<file path="src/slgp_pkg.sv">
// slgp_pkg: shared constants, types and helpers for the serial line gain parser
// no dependencies; imported by every slgp module
`timescale 1ns / 1ps

package slgp_pkg;

  localparam int LINE_MAX        = 256;
  localparam int FRACTION_DIGITS = 4;
  localparam int FIELD_COUNT     = 4;

  localparam int BYTE_W     = 8;
  localparam int VALUE_W    = 30;
  localparam int SUM_W      = VALUE_W + 4;
  localparam int LENGTH_W   = 8;
  localparam int OUT_VALUES = 4;
  localparam int COUNT_W    = $clog2(LINE_MAX);
  localparam int FIELD_W    = $clog2(FIELD_COUNT + 1);
  localparam int POS_W      = $clog2(FRACTION_DIGITS + 1);

  function automatic longint pow10_const(int n);
    longint p;
    p = 1;
    for (int i = 0; i < n; i++) begin
      p = p * 10;
    end
    return p;
  endfunction

  localparam longint SCALE       = pow10_const(FRACTION_DIGITS);
  localparam longint VALUE_CAP   = (longint'(1) << VALUE_W) - 1;
  localparam longint LIMIT_RAW   = 65536 * SCALE - 1;
  localparam longint LIMIT_WIDE  = (LIMIT_RAW > VALUE_CAP) ? VALUE_CAP : LIMIT_RAW;
  localparam logic [VALUE_W-1:0] VALUE_LIMIT = VALUE_W'(LIMIT_WIDE);

  localparam logic [BYTE_W-1:0] CHAR_ZERO  = 8'h30;
  localparam logic [BYTE_W-1:0] CHAR_NINE  = 8'h39;
  localparam logic [BYTE_W-1:0] CHAR_POINT = 8'h2E;
  localparam logic [BYTE_W-1:0] CHAR_SPACE = 8'h20;

  localparam logic [BYTE_W-1:0] FIRST_TERM_RESET  = 8'd13;
  localparam logic [BYTE_W-1:0] SECOND_TERM_RESET = 8'd10;

  typedef enum logic {
    REG_FIRST_TERM  = 1'b0,
    REG_SECOND_TERM = 1'b1
  } reg_index_t;

  typedef enum logic [1:0] {
    STATUS_DONE     = 2'd0,
    STATUS_BAD_TERM = 2'd1,
    STATUS_TOO_LONG = 2'd2
  } line_status_t;

  typedef struct packed {
    line_status_t                         status;
    logic [OUT_VALUES-1:0][VALUE_W-1:0]   values;
    logic [LENGTH_W-1:0]                  length;
  } result_t;

  // weight of the fraction digit at position pos
  function automatic logic [VALUE_W-1:0] frac_weight(logic [POS_W-1:0] pos);
    logic [VALUE_W-1:0] w;
    w = '0;
    for (int i = 0; i < FRACTION_DIGITS; i++) begin
      if (pos == POS_W'(i)) begin
        w = VALUE_W'(pow10_const(FRACTION_DIGITS - 1 - i));
      end
    end
    return w;
  endfunction

  function automatic logic [LENGTH_W-1:0] sat_length(logic [COUNT_W-1:0] c);
    logic [COUNT_W+LENGTH_W-1:0] wide;
    wide = (COUNT_W + LENGTH_W)'(c);
    if (wide > (COUNT_W + LENGTH_W)'(255)) begin
      return '1;
    end
    return wide[LENGTH_W-1:0];
  endfunction

endpackage

</file>
<file path="src/slgp_value_update.sv">
// slgp_value_update: folds one decimal digit into a fixed point field value
// saturating at the package value limit; uses slgp_pkg
`timescale 1ns / 1ps

module slgp_value_update (
  input  logic [slgp_pkg::VALUE_W-1:0] value_in,
  input  logic [3:0]                   digit,
  input  logic                         in_fraction,
  input  logic [slgp_pkg::POS_W-1:0]   frac_pos,
  output logic [slgp_pkg::VALUE_W-1:0] value_out
);
  import slgp_pkg::*;

  logic [SUM_W-1:0] v_wide;
  logic [SUM_W-1:0] d_wide;
  logic [SUM_W-1:0] sum;

  assign v_wide = SUM_W'(value_in);
  assign d_wide = SUM_W'(digit);

  always_comb begin
    if (in_fraction) begin
      sum = v_wide + d_wide * SUM_W'(frac_weight(frac_pos));
    end else begin
      sum = (v_wide << 3) + (v_wide << 1) + d_wide * SUM_W'(SCALE);
    end
    if (sum > SUM_W'(VALUE_LIMIT)) begin
      value_out = VALUE_LIMIT;
    end else begin
      value_out = sum[VALUE_W-1:0];
    end
  end

endmodule

</file>
<file path="src/slgp_line_parser.sv">
// slgp_line_parser: line state, terminator check and field parsing per byte
// uses slgp_pkg and slgp_value_update
`timescale 1ns / 1ps

module slgp_line_parser (
  input  logic                          clk,
  input  logic                          rst,
  input  logic                          proc,
  input  logic [slgp_pkg::BYTE_W-1:0]   rx_byte,
  input  logic [slgp_pkg::BYTE_W-1:0]   first_term,
  input  logic [slgp_pkg::BYTE_W-1:0]   second_term,
  output logic                          res_valid,
  output slgp_pkg::result_t             res
);
  import slgp_pkg::*;

  logic [COUNT_W-1:0]  byte_count;
  logic                terminator_started;
  logic                in_fraction;
  logic [POS_W-1:0]    fraction_position;
  logic [FIELD_W-1:0]  field_number;
  logic [VALUE_W-1:0]  field_values [FIELD_COUNT];

  logic                is_digit;
  logic                field_open;
  logic                take_digit;
  logic                clear;
  logic                line_full;
  logic [VALUE_W-1:0]  cur_value;
  logic [VALUE_W-1:0]  new_value;
  logic [$clog2(FIELD_COUNT > 1 ? FIELD_COUNT : 2)-1:0] field_sel;

  assign is_digit   = rx_byte inside {[CHAR_ZERO:CHAR_NINE]};
  assign field_open = field_number < FIELD_W'(FIELD_COUNT);
  assign field_sel  = $bits(field_sel)'(field_number);
  assign cur_value  = field_open ? field_values[field_sel] : '0;
  assign take_digit = is_digit && field_open &&
                      (!in_fraction || fraction_position < POS_W'(FRACTION_DIGITS));
  assign line_full  = byte_count == COUNT_W'(LINE_MAX - 1);

  slgp_value_update u_value_update (
    .value_in    (cur_value),
    .digit       (rx_byte[3:0]),
    .in_fraction (in_fraction),
    .frac_pos    (fraction_position),
    .value_out   (new_value)
  );

  always_comb begin
    res_valid  = 1'b0;
    clear      = 1'b0;
    res        = '0;
    res.status = STATUS_DONE;
    if (terminator_started) begin
      res_valid = 1'b1;
      clear     = 1'b1;
      if (rx_byte == second_term) begin
        for (int j = 0; j < OUT_VALUES; j++) begin
          if (j < FIELD_COUNT) begin
            res.values[j] = field_values[j];
          end
        end
        res.length = sat_length(byte_count);
      end else begin
        res.status = STATUS_BAD_TERM;
      end
    end else if (rx_byte != first_term && line_full) begin
      res_valid  = 1'b1;
      clear      = 1'b1;
      res.status = STATUS_TOO_LONG;
    end
  end

  always_ff @(posedge clk) begin
    if (rst) begin
      byte_count         <= '0;
      terminator_started <= 1'b0;
      in_fraction        <= 1'b0;
      fraction_position  <= '0;
      field_number       <= '0;
      for (int i = 0; i < FIELD_COUNT; i++) begin
        field_values[i] <= '0;
      end
    end else if (proc) begin
      if (clear) begin
        byte_count         <= '0;
        terminator_started <= 1'b0;
        in_fraction        <= 1'b0;
        fraction_position  <= '0;
        field_number       <= '0;
        for (int i = 0; i < FIELD_COUNT; i++) begin
          field_values[i] <= '0;
        end
      end else if (rx_byte == first_term) begin
        terminator_started <= 1'b1;
      end else begin
        byte_count <= byte_count + COUNT_W'(1);
        if (take_digit) begin
          field_values[field_sel] <= new_value;
          if (in_fraction) begin
            fraction_position <= fraction_position + POS_W'(1);
          end
        end else if (rx_byte == CHAR_POINT) begin
          in_fraction <= 1'b1;
        end else if (rx_byte == CHAR_SPACE) begin
          if (field_open) begin
            field_number <= field_number + FIELD_W'(1);
          end
          in_fraction       <= 1'b0;
          fraction_position <= '0;
        end
      end
    end
  end

endmodule

</file>
<file path="src/serial_line_gain_parser_unit.sv">
// serial_line_gain_parser_unit: top level with input stage, terminator registers
// and result register; uses slgp_pkg and slgp_line_parser
`timescale 1ns / 1ps

// Takes one received byte per transfer and assembles a line ended by the two
// terminator bytes (CR then LF after reset), parsing up to four space-separated
// unsigned decimal numbers into fixed point scaled by 10000, saturating at
// 655359999. One result per completed line (status 0) or per error (status 1
// for a wrong byte after the first terminator, 2 for a line too long), with
// values and length zero on errors. A byte is taken every cycle while in_stall
// is low; the byte goes into the input register, and its result is formed by
// one pass of the line parser into the result register.
// Terminator registers are written through cfg_write/cfg_index/cfg_data; the
// user must write them only while the block is idle; the block does not enforce it.
module serial_line_gain_parser_unit (
  input  logic                            clk,
  input  logic                            rst,
  input  logic                            in_valid,
  output logic                            in_stall,
  input  logic [slgp_pkg::BYTE_W-1:0]     rx_byte,
  output logic                            out_valid,
  input  logic                            out_stall,
  output logic [1:0]                      line_status,
  output logic [slgp_pkg::VALUE_W-1:0]    value_first,
  output logic [slgp_pkg::VALUE_W-1:0]    value_second,
  output logic [slgp_pkg::VALUE_W-1:0]    value_third,
  output logic [slgp_pkg::VALUE_W-1:0]    value_fourth,
  output logic [slgp_pkg::LENGTH_W-1:0]   line_length,
  input  logic                            cfg_write,
  input  logic                            cfg_index,
  input  logic [slgp_pkg::BYTE_W-1:0]     cfg_data
);
  import slgp_pkg::*;

  logic [BYTE_W-1:0] first_term;
  logic [BYTE_W-1:0] second_term;
  logic              s1_full;
  logic [BYTE_W-1:0] s1_byte;
  logic              out_free;
  logic              proc;
  logic              res_valid;
  result_t           res;
  result_t           out_res;

  assign out_free = !out_valid || !out_stall;
  assign proc     = s1_full && out_free;
  assign in_stall = s1_full && !out_free;

  always_ff @(posedge clk) begin
    if (rst) begin
      first_term  <= FIRST_TERM_RESET;
      second_term <= SECOND_TERM_RESET;
    end else if (cfg_write) begin
      case (reg_index_t'(cfg_index))
        REG_FIRST_TERM:  first_term  <= cfg_data;
        REG_SECOND_TERM: second_term <= cfg_data;
        default: ;
      endcase
    end
  end

  // input stage
  always_ff @(posedge clk) begin
    if (rst) begin
      s1_full <= 1'b0;
    end else if (!in_stall) begin
      s1_full <= in_valid;
    end
  end

  always_ff @(posedge clk) begin
    if (!in_stall && in_valid) begin
      s1_byte <= rx_byte;
    end
  end

  slgp_line_parser u_line_parser (
    .clk         (clk),
    .rst         (rst),
    .proc        (proc),
    .rx_byte     (s1_byte),
    .first_term  (first_term),
    .second_term (second_term),
    .res_valid   (res_valid),
    .res         (res)
  );

  // result register
  always_ff @(posedge clk) begin
    if (rst) begin
      out_valid <= 1'b0;
    end else if (out_free) begin
      out_valid <= proc && res_valid;
    end
  end

  always_ff @(posedge clk) begin
    if (proc && res_valid) begin
      out_res <= res;
    end
  end

  assign line_status  = out_res.status;
  assign value_first  = out_res.values[0];
  assign value_second = out_res.values[1];
  assign value_third  = out_res.values[2];
  assign value_fourth = out_res.values[3];
  assign line_length  = out_res.length;

endmodule
</file>
<file path="config.mk">
export PLATFORM = sky130hd
export DESIGN_NAME = serial_line_gain_parser_unit
export DESIGN_NICKNAME = d
export VERILOG_FILES = /design/src/slgp_pkg.sv /design/src/slgp_value_update.sv /design/src/slgp_line_parser.sv /design/src/serial_line_gain_parser_unit.sv
export SDC_FILE = /design/constraint.sdc
export NUM_CORES = 1
export LEC_CHECK = 0
export BUFFER_PORTS_ARGS = -buffer_cell sky130_fd_sc_hd__buf_2
export CAP_MARGIN = 20
export CORE_ASPECT_RATIO = 0.6
export CORE_MARGIN = 2
export CORE_UTILIZATION = 30
export CTS_BUF_LIST = sky130_fd_sc_hd__clkbuf_8
export CTS_CLUSTER_DIAMETER = 150
export DETAILED_ROUTE_END_ITERATION = 16
export GPL_TIMING_DRIVEN = 0
export HOLD_SLACK_MARGIN = 0.12
export REMOVE_ABC_BUFFERS = 1
export SYNTH_ARGS = -nofsm -noshare
export SYNTH_HDL_FRONTEND = slang
export SYNTH_SLANG_ARGS = --single-unit
</file>
<file path="constraint.sdc">
create_clock -name clk -period 12.8 [get_ports clk]
set_input_delay 1.28 -clock clk [delete_from_list [all_inputs] [get_ports clk]]
set_output_delay 1.28 -clock clk [all_outputs]
set_load 0.01 [all_outputs]
</file>
==> key figures, run 1 <==
Critical path
  – Reg2reg start: s1_byte[1]$_DFFE_PP_
  – FF-to-FF End: u_line_parser.field_values[2][8]$_SDFFCE_PN0P_
  – Arr. time, crit path: 8.38 ns
  – Crit-path max FO: 25
  – Crit Path Category: reg -> reg
  – Worst Path Required: 13.15 ns
  – Startpoint types: flop
  – Reg2Reg Setup Slack: 4.77 ns
  – Crit. End Element: flop
  – R2R depth: 25

Die
  – Io pins: 154
  – Core area: 57,500 µm²
  – Starting Density: 30.4%
  – Site Rows: 68
  – Die area: 60,200 µm²
  – Die H: 191 µm
  – Chip width: 315 µm

Place
  – IO Port Bufs: 153
  – Post-DP HPWL: 32,600 µm
  – Pre-CTS setup slack: 4.76 ns
  – GP Congestion: 0.928

Clocking
  – CTS tree: built
  – Total CTS buffers: 46
  – CTS resizes: 0
  – Clock tree buffer depth: 3
  – Setup Buffers After CTS: 0
  – H-tree depth: 2
  – Sink Count: 294
  – Clk slew on worst S/H paths: 0.06 ns
  – Root Buffer Master: clkbuf_8
  – Clock Latency Late Sink: 0.65 ns
  – Hold_buf cts: 0

Global route
  – Vias in the first global route: 12,100
  – Remaining global-route overflow: 0
  – Global-route wire length before repair: 69,800 µm
  – GRT Overall Usage: 15.0%
  – Largest net degree at the start of global routing: 117
  – Initial antenna violation count: 0

Route
  – Vias per inst: 4.89
  – Final ANT Viol Nets: 0
  – Routed length per instance: 18.0 µm
  – Final WL: 45,300 µm
  – DRC violations left: 0
  – DR vias: 12,300
  – First DRT Iteration DRCs: 998
  – Drt first pass iters: 7

Layout
  – # diodes: 0
  – Synth-to-Final Area Change: 14.8%
  – Fin nets: 1,875
  – Number of fill cells in the layout: 5,748
  – Footprint of the multi-input gates: 8170 µm²
  – Layout cells sized above 1: 16.9%
  – Register area: 8480 µm²

Synth
  – Synthesized area: 17,500 µm²
  – Yosys top cell area share: 44.4%
  – Cells after synthesis: 1,579
  – Top-count cell post-synth: edfxtp_1
  – Warnings from Yosys: 0
  – Register area share after synthesis: 48.5%
  – Post-synth EDFFs: 258
  – Area leader, netlist: edfxtp_1
  – Synth top area cells: edfxtp_1 44%, ha_1 7.2%, and2_1 5.3%
  – Top FF cell, synth: edfxtp_1
  – Async SR Flop Fraction: 0%
  – Yosys reg bits: 294
  – Post-synthesis cell type count: 79
  – Post-synth top cells: 258 x edfxtp_1, 158 x a21oi_1, 147 x and2_1
  – Syn Area/Cell: 11.1 µm²

Outcome
  – Status: finished clean

STA
  – Post-Route Setup TNS: 0 ns
  – Skew final: 0.0282 ns
  – Crit share post-route: 62.7%
  – Post-route setup slack: 4.77 ns
  – Slew @ Worst Pin: 1.04 ns
  – Fin. Hold Viols: 0
  – Final min period: 8.03 ns
  – Max Clk Rate: 125 MHz
  – Worst relative slew slack: 30.6%
  – RSZ-0062 raised after global routing: false
  – Final setup viols: 0
  – Pins Over Slew Limit: 0

Power and ir drop
  – Peak VDD IR: 0.0812 mV
  – Pwr dens: 126 nW/µm²
  – Leakage: 7.73 nW

Worst hold path
  – Hold endpoint: second_term[7]$_SDFFE_PP0P_
  – Worst Min Path Start: second_term[7]$_SDFFE_PP0P_
  – Hold path depth: 2
  – Worst Hold Class: reg -> reg

Run
  – Max-Cap Viols: 0
## per-layer routing
metal / up-vias / part of all wire [%] / track usage [%]
met1: 5943 / 50 / 22.6
met3: 56 / 6.5 / 3.12
met2: 385 / 42 / 21.5
li1: 5927 / - / -
met4: 0 / 2.3 / 4.27
met5: - / 0 / 0
## state kept, by name, indices dropped and copies added, names as in the netlist, 8 cells and up, named ones only
signal,flops
u_line_parser.byte_count,8
line_length,8
s1_byte,8
value_second,30
value_fourth,30
second_term,8
value_first,30
first_term,8
u_line_parser.field_values,120
value_third,30
## critical path, stage by stage (launching register included)
cell and delay (ns):
edfxtp_1 0.80, inv_1 0.33, fa_1 0.61, inv_1 0.05, ha_1 0.29, inv_1 0.06
fa_1 0.45, inv_1 0.07, a21oi_1 0.06, o21ai_0 0.24, and2_1 0.16, o21ai_0 0.08
xnor2_1 0.40, fa_1 0.49, ha_1 0.41, nor3_1 0.26, o31ai_2 0.13, a311oi_1 0.38
a211oi_2 0.13, a221oi_1 0.34, mux2_2 0.37, o31a_1 0.38, a311oi_4 0.63, buf_8 0.27
buf_8 0.20, a21oi_1 0.09
## layout by cell type, fill, tap and decap left out, types with 8 or more instances in the layout
master,instances
mux4_2,17
nor4_1,25
a21o_1,14
clkinv_1,10
edfxtp_1,258
a211oi_1,14
nor3_1,13
xnor2_1,25
ha_1,100
nand2b_1,14
dfxtp_1,32
mux2i_1,24
nand2_1,107
nor2b_1,28
a21oi_1,158
inv_1,122
buf_12,9
o211ai_1,12
a211o_1,10
nand3_1,26
nor2_1,88
clkbuf_8,53
and2_1,147
buf_2,153
a31oi_1,12
and3_1,11
xor2_1,35
nand2_2,8
o21ai_0,36
nand4_1,14
fa_1,42
## power breakdown
| group | internal (mW) | switching, mW |
|---|---|---|
| registers | 1.05 | 0.0172 |
| logic | 0.215 | 0.408 |
| clock network | 0.444 | 0.398 |
## cell type report
type	instances	share of cell area (%)
Tap cell	770	4.81
Timing Repair Buffer	168	5.28
Inverter	109	2.04
Clock inverter	32	1.17
Clock buffer	53	3.64
Multi-Input combinational cell	1092	40.8
Sequential cell	294	42.3
## worst max path at each step
stage                                    start                                         endpoint  slack (ns)  depth (start not counted)
after floorplan                      out_stall   u_line_parser.field_values[0][0]$_SDFFCE_PN0P_        3.95                          5
after global placement    s1_byte[0]$_DFFE_PP_  u_line_parser.field_values[3][24]$_SDFFCE_PN0P_        0.06                          8
after detailed placement  s1_byte[1]$_DFFE_PP_   u_line_parser.field_values[2][8]$_SDFFCE_PN0P_        4.76                         25
after CTS                 s1_byte[1]$_DFFE_PP_   u_line_parser.field_values[2][8]$_SDFFCE_PN0P_        4.71                         25
after global routing      s1_byte[1]$_DFFE_PP_  u_line_parser.field_values[3][13]$_SDFFCE_PN0P_        4.25                         25
final                     s1_byte[1]$_DFFE_PP_   u_line_parser.field_values[2][8]$_SDFFCE_PN0P_        4.77                         25
## kinds of logic (layout without fill, tap and decap cells)
kind of cell,count (synthesis),in the layout,synth area share [%]
compound gates,323,323,11.7
xor+xnor,60,60,3.01
fa+ha+maj,142,142,12.0
buf+inv,193,362,4.88
flops,294,294,48.5
mux,46,46,3.89
simple gates,521,521,16.0
## per-stage QoR
stage / cell area, µm² / hold WS (ns) / utilization [%] / std cells / power [mW]
6_report: 20000 / 0.465 / 34.8 / 2518 / 2.53
5_1_grt: 20000 / 0.496 / 34.8 / 2518 / 2.67
4_1_cts: 20000 / 0.468 / 34.8 / 2518 / 2.55
3_5_place_dp: 19100 / 0.460 / 33.2 / 2433 / 1.70
3_3_place_gp: 18700 / 0.458 / 32.6 / 2418 / 1.69
2_1_floorplan: 17000 / 0.442 / - / 1495 / 1.53
No activity file was read; power rests on OpenSTA's default activity.
==> inputs of run 2 (changes only) <==
==> constraint.sdc (replaced) <==
create_clock -name clk -period 7.4 [get_ports clk]
set_input_delay 0.74 -clock clk [delete_from_list [all_inputs] [get_ports clk]]
set_output_delay 0.74 -clock clk [all_outputs]
set_load 0.01 [all_outputs]
==> key figures, run 2 (synthesis gave the netlist of run 1 again) <==
STA
  – Final min period: 7.02 ns (was 8.03 ns)
  – Fin. Hold Viols: 0 (unchanged)
  – Worst relative slew slack: 34.0% (was 30.6%)
  – RSZ-0062 raised after global routing: false (unchanged)
  – Crit share post-route: 94.8% (was 62.7%)
  – Skew final: 0.0290 ns (was 0.0282 ns)
  – Pins Over Slew Limit: 0 (unchanged)
  – Final setup viols: 0 (unchanged)
  – Slew @ Worst Pin: 0.990 ns (was 1.04 ns)
  – Worst Hold Slack: 0.262 ns (was 0.465 ns)
  – Max Clk Rate: 143 MHz (was 125 MHz)

Die
  – Die area: 60,200 µm² (unchanged)
  – Io pins: 154 (unchanged)
  – Die H: 191 µm (unchanged)
  – Site Rows: 68 (unchanged)
  – Core area: 57,500 µm² (unchanged)
  – Chip width: 315 µm (unchanged)
  – Starting Density: 30.4% (unchanged)

Clocking
  – Clock Latency Late Sink: 0.66 ns (was 0.65 ns)
  – CTS tree: built (unchanged)
  – Clock tree buffer depth: 3 (unchanged)
  – Root Buffer Master: clkbuf_8 (unchanged)
  – Clk slew on worst S/H paths: 0.06 ns (about the same)
  – H-tree depth: 2 (unchanged)
  – Sink Count: 294 (unchanged)
  – Total CTS buffers: 46 (unchanged)

Outcome
  – Status: finished clean (unchanged)

Worst hold path
  – Worst Hold Class: in -> reg (was reg -> reg)
  – Hold path depth: 1 (was 2)

Route
  – Final WL: 45,600 µm (was 45,300 µm)
  – DRC violations left: 0 (unchanged)
  – Final ANT Viol Nets: 0 (unchanged)
  – Vias per inst: 4.89 (about the same)
  – DR vias: 12,300 (about the same)
  – Routed length per instance: 18.1 µm (was 18.0 µm)
  – Drt first pass iters: 5 (was 7)
  – First DRT Iteration DRCs: 972 (was 998)

Critical path
  – R2R depth: 26 (was 25)
  – Worst Path Required: 7.75 ns (was 13.15 ns)
  – Crit-path max FO: 25 (unchanged)
  – Crit. End Element: flop (unchanged)
  – Startpoint types: flop (unchanged)
  – Arr. time, crit path: 7.37 ns (was 8.38 ns)
  – Crit Path Category: reg -> reg (unchanged)

Layout
  – Top reg by flops: u_line_parser.field_values (unchanged)
  – Synth-to-Final Area Change: 15.3% (was 14.8%)
  – Post-route cell area: 20,100 µm² (was 20,000 µm²)
  – Fin nets: 1,882 (was 1,875)
  – Max FFs per register: 120 (unchanged)
  – Most frequent cells in the layout: 258 x edfxtp_1, 157 x a21oi_1, 153 x buf_2, 147 x and2_1, 120 x inv_1 (was 258 x edfxtp_1, 158 x a21oi_1, 153 x buf_2, 147 x and2_1, 122 x inv_1)
  – # diodes: 0 (unchanged)
  – Most common cell after layout, fill and taps aside: edfxtp_1 (unchanged)
  – Layout cells sized above 1: 17.8% (was 16.9%)

Power and ir drop
  – Overall power: 4.41 mW (was 2.53 mW)
  – Peak VDD IR: 0.141 mV (was 0.0812 mV)
  – Leakage: 7.79 nW (was 7.73 nW)
  – Pwr dens: 219 nW/µm² (was 126 nW/µm²)

Place
  – Area after DPL: 19,100 µm² (unchanged)
  – Post-DP HPWL: 32,600 µm (unchanged)
  – IO Port Bufs: 153 (unchanged)
  – GP Congestion: 0.928 (unchanged)

Run
  – Max-Cap Viols: 0 (unchanged)

Global route
  – Global-route wire length before repair: 70,200 µm (was 69,800 µm)
  – Initial antenna violation count: 0 (unchanged)
  – Largest net degree at the start of global routing: 117 (unchanged)
  – GRT Overall Usage: 15.1% (was 15.0%)
  – Remaining global-route overflow: 0 (unchanged)
  – Vias in the first global route: 12,100 (about the same)
==> run 2: cell count changes in the layout (fill, tap and decap cells not counted), sizes merged <==
cell | before | now
buf | 167 | 174
==> run 2: layout make-up <==
class,instances,area (µm²)
inverter,109,409
clock buffer,53,729
multi-input combinational,1092,8210
sequential,294,8480
fill,5739,37400
clock inverter,32,235
tap,770,963
timing repair buffer,175,1110
==> run 2: worst paths after layout <==
path	end	start	slack, ns
worst max-delay path	u_line_parser.field_values[2][8]$_SDFFCE_PN0P_	s1_byte[2]$_DFFE_PP_	0.38
worst min-delay path	s1_byte[3]$_DFFE_PP_	rx_byte[3]	0.26
worst max register to register	u_line_parser.field_values[2][8]$_SDFFCE_PN0P_	s1_byte[2]$_DFFE_PP_	0.38
worst min register to register	second_term[7]$_SDFFE_PP0P_	second_term[7]$_SDFFE_PP0P_	0.47
==> run 2: worst max-delay path, stage by stage, from the launching register on <==
cell      delay (ns)
edfxtp_1        0.49
inv_2           0.14
fa_1            0.54
inv_1           0.05
ha_1            0.29
inv_1           0.06
fa_1            0.45
inv_1           0.07
a21oi_1         0.06
o21ai_1         0.18
and2_1          0.14
o21ai_0         0.12
xnor2_2         0.29
fa_1            0.47
ha_1            0.41
nor3_1          0.26
o31ai_2         0.13
a311oi_2        0.34
a211oi_2        0.12
a221oi_1        0.34
mux2_2          0.37
o31a_1          0.38
a311oi_4        0.28
buf_4           0.21
buf_8           0.19
buf_8           0.20
a21oi_1         0.09
==> run 2: per-layer routing <==
metal	share of wire [%]	track usage [%]	vias up	routed length, µm
li1	-	-	5946	-
met1	50	22.8	5987	22900
met2	42	21.6	349	19000
met3	5.9	3.11	53	2700
met4	2.3	4.32	0	1030
met5	0	0	-	0
==> run 2: what timing repair did <==
| item | in CTS | in global routing |
|---|---|---|
| pin swaps | 1 | 2 |
| setup buffers | 6 | 1 |
| setup endpoints to repair | 117 | 96 |
| endpoints found under the hold margin | 0 | 0 |
| gates resized for setup | 0 | 12 |
| hold buffers | 0 | 0 |
==> run 2: stage by stage <==
step / TNS [ns] / std cells / worst slack (ns) / util [%]
after floorplan: -158.73 / 1495 / -1.23 / -
after global placement: -1250.98 / 2418 / -5.34 / 32.6
after detailed placement: -44.36 / 2433 / -0.637 / 33.2
after CTS: 0 / 2524 / 0.0533 / 34.9
after global routing: 0 / 2525 / 0.0377 / 35.0
final: 0 / 2525 / 0.383 / 35.0
==> run 2: report_power, final <==
part           leakage (nW)  internal, mW  total [mW]  switching (mW)
sequential             2.66          1.82        1.84          0.0242
clock                 0.540         0.768        1.46           0.691
combinational          4.59         0.382        1.10           0.720
==> inputs of run 3 (changes only) <==
--- a/config.mk
+++ b/config.mk
@@ -15,6 +15,7 @@
 export DETAILED_ROUTE_END_ITERATION = 16
 export GPL_TIMING_DRIVEN = 0
 export HOLD_SLACK_MARGIN = 0.12
+export RECOVER_POWER = 25
 export REMOVE_ABC_BUFFERS = 1
 export SYNTH_ARGS = -nofsm -noshare
 export SYNTH_HDL_FRONTEND = slang
==> key figures, run 3 (synthesis gave the netlist of run 1 again) <==
STA
  – Max Clk Rate: 142 MHz (was 143 MHz)
  – Final setup viols: 0 (unchanged)
  – Worst relative slew slack: 32.4% (was 34.0%)
  – Worst Hold Slack: 0.263 ns (was 0.262 ns)
  – Final min period: 7.03 ns (was 7.02 ns)
  – Crit share post-route: 95.0% (was 94.8%)
  – RSZ-0062 raised after global routing: false (unchanged)
  – Skew final: 0.0261 ns (was 0.0290 ns)
  – Fin. Hold Viols: 0 (unchanged)
  – Pins Over Slew Limit: 0 (unchanged)
  – Post-Route Setup TNS: 0 ns (unchanged)
  – Slew @ Worst Pin: 1.01 ns (was 0.990 ns)
  – Post-route setup slack: 0.367 ns (was 0.383 ns)

Clocking
  – Sink Count: 294 (unchanged)
  – Total CTS buffers: 46 (unchanged)
  – Root Buffer Master: clkbuf_8 (unchanged)
  – H-tree depth: 2 (unchanged)
  – CTS tree: built (unchanged)
  – Clock tree buffer depth: 3 (unchanged)
  – Hold_buf cts: 0 (unchanged)
  – Clock Latency Late Sink: 0.65 ns (was 0.66 ns)
  – Clk slew on worst S/H paths: 0.06 ns (about the same)

Worst hold path
  – Worst Min Path Start: rx_byte[3] (unchanged)
  – Worst Hold Class: in -> reg (unchanged)

Layout
  – Post-route cell area: 20,000 µm² (was 20,100 µm²)
  – Max FFs per register: 120 (unchanged)
  – Most common cell after layout, fill and taps aside: edfxtp_1 (unchanged)
  – Most frequent cells in the layout: 258 x edfxtp_1, 157 x a21oi_1, 146 x and2_1, 134 x clkbuf_1, 120 x inv_1 (was 258 x edfxtp_1, 157 x a21oi_1, 153 x buf_2, 147 x and2_1, 120 x inv_1)
  – Top reg by flops: u_line_parser.field_values (unchanged)
  – Fin nets: 1,882 (unchanged)
  – Synth-to-Final Area Change: 14.3% (was 15.3%)
  – Layout cells sized above 1: 10.1% (was 17.8%)
  – # diodes: 0 (unchanged)

Critical path
  – Crit path buffers/inverters: 7 (unchanged)
  – Largest delay share family, worst path: adder cells (unchanged)
  – Startpoint types: flop (unchanged)
  – Worst Path Required: 7.75 ns (about the same)
  – CP max stage delay: 0.57 ns (was 0.54 ns)
  – Crit. End Element: flop (unchanged)
  – Crit-path max FO: 25 (unchanged)
  – Arr. time, crit path: 7.39 ns (was 7.37 ns)
  – CP max-delay cell: fa_1 (unchanged)
  – Crit Path Category: reg -> reg (unchanged)
  – Reg2reg start: s1_byte[1]$_DFFE_PP_ (was s1_byte[2]$_DFFE_PP_)
  – Crit. Startpoint: s1_byte[1]$_DFFE_PP_ (was s1_byte[2]$_DFFE_PP_)

Die
  – Starting Density: 30.4% (unchanged)
  – Die area: 60,200 µm² (unchanged)
  – Chip width: 315 µm (unchanged)
  – Site Rows: 68 (unchanged)
  – Io pins: 154 (unchanged)
  – Die H: 191 µm (unchanged)
  – Core area: 57,500 µm² (unchanged)

Route
  – Final ANT Viol Nets: 0 (unchanged)
  – Drt first pass iters: 5 (unchanged)
  – DRC violations left: 0 (unchanged)
  – Routed length per instance: 18.1 µm (about the same)
  – Vias per inst: 4.90 (was 4.89)
  – Final WL: 45,800 µm (was 45,600 µm)
  – DR vias: 12,400 (was 12,300)
  – First DRT Iteration DRCs: 1,021 (was 972)

Power and ir drop
  – Switching power: 1.44 mW (about the same)
  – Part of the power in the clock network: 33.1% (about the same)
  – Peak VDD IR: 0.141 mV (about the same)
  – Leakage: 7.53 nW (was 7.79 nW)
  – Comb pwr share: 25.0% (about the same)
  – Sw frac: 32.6% (about the same)
  – Internal power: 2.97 mW (about the same)
  – Reg power frac: 41.9% (about the same)
  – Pwr dens: 221 nW/µm² (was 219 nW/µm²)

Place
  – Area after DPL: 19,100 µm² (unchanged)
  – Pre-CTS setup slack: -0.637 ns (unchanged)
  – GP Congestion: 0.928 (unchanged)
  – IO Port Bufs: 153 (unchanged)
  – Post-DP HPWL: 32,600 µm (unchanged)

Global route
  – Vias in the first global route: 12,100 (unchanged)
  – Initial antenna violation count: 0 (unchanged)
  – Remaining global-route overflow: 0 (unchanged)
  – Largest net degree at the start of global routing: 117 (unchanged)
  – Global-route wire length before repair: 70,200 µm (unchanged)
  – GRT Overall Usage: 15.1% (unchanged)

Outcome
  – Status: finished clean (unchanged)

Run
  – Max-Cap Viols: 0 (unchanged)
-- run 3: cell count changes in the layout (fill, tap and decap cells not counted) --
cell      delta
clkbuf_1   +134
and3_4       -1
and3_1       +1
and2_0       +1
buf_2      -134
and2_1       -1
-- run 3: path summary, 6_finish.rpt --
path | end | slack [ns] | cells past startpoint
worst max-delay path | u_line_parser.field_values[2][8]$_SDFFCE_PN0P_ | 0.37 | 26
worst min-delay path | s1_byte[3]$_DFFE_PP_ | 0.26 | 1
worst max register to register | u_line_parser.field_values[2][8]$_SDFFCE_PN0P_ | 0.37 | 26
worst min register to register | second_term[7]$_SDFFE_PP0P_ | 0.47 | 2
-- run 3: timing repair --
item | CTS | global route
setup buffers | 6 | 1
endpoints found under the setup margin | 117 | 96
pin swaps | 1 | 2
resized for setup | 0 | 12
-- run 3: worst register-to-register path, delay by kind of cell (launching register included) --
| family | cells | cell delay [ns] |
|---|---|---|
| AND/OR/NAND/NOR | 2 | 0.40 |
| adder cells (fa/ha/maj) | 5 | 2.19 |
| flip-flops | 1 | 0.48 |
| buffers and inverters | 7 | 0.95 |
| AO/OA/AOI/OAI | 10 | 2.05 |
| XOR/XNOR | 1 | 0.30 |
| multiplexers | 1 | 0.37 |
-- run 3: layout make-up --
class / count / area [µm²]
sequential: 294 / 8480
inverter: 109 / 409
tap: 770 / 963
timing repair buffer: 175 / 942
clock inverter: 32 / 235
clock buffer: 53 / 729
multi-input combinational: 1092 / 8210
fill: 5796 / 37600
-- run 3: metrics by stage --
step / instances / total power [mW] / util [%]
floorplan: 1495 / 2.64 / -
global placement: 2418 / 2.92 / 32.6
detailed placement: 2433 / 2.94 / 33.2
CTS: 2524 / 4.43 / 34.9
global route: 2525 / 4.64 / 34.7
finish: 2525 / 4.41 / 34.7
-- run 3: power groups by stage --
stage	logic [mW]	registers (mW)	clock network, mW
CTS	1.08	1.84	1.50
finish	1.10	1.84	1.46
global route	1.22	1.85	1.57
floorplan	0.766	1.87	0
detailed placement	1.06	1.89	0
global placement	1.03	1.89	0
-- run 3: layer usage --
layer / vias to the layer above / global-route usage, % / wire, µm
li1: 5943 / - / -
met1: 5986 / 22.8 / 23000
met2: 390 / 21.6 / 18900
met3: 54 / 3.11 / 2840
met4: 0 / 4.32 / 1020
met5: - / 0 / 0
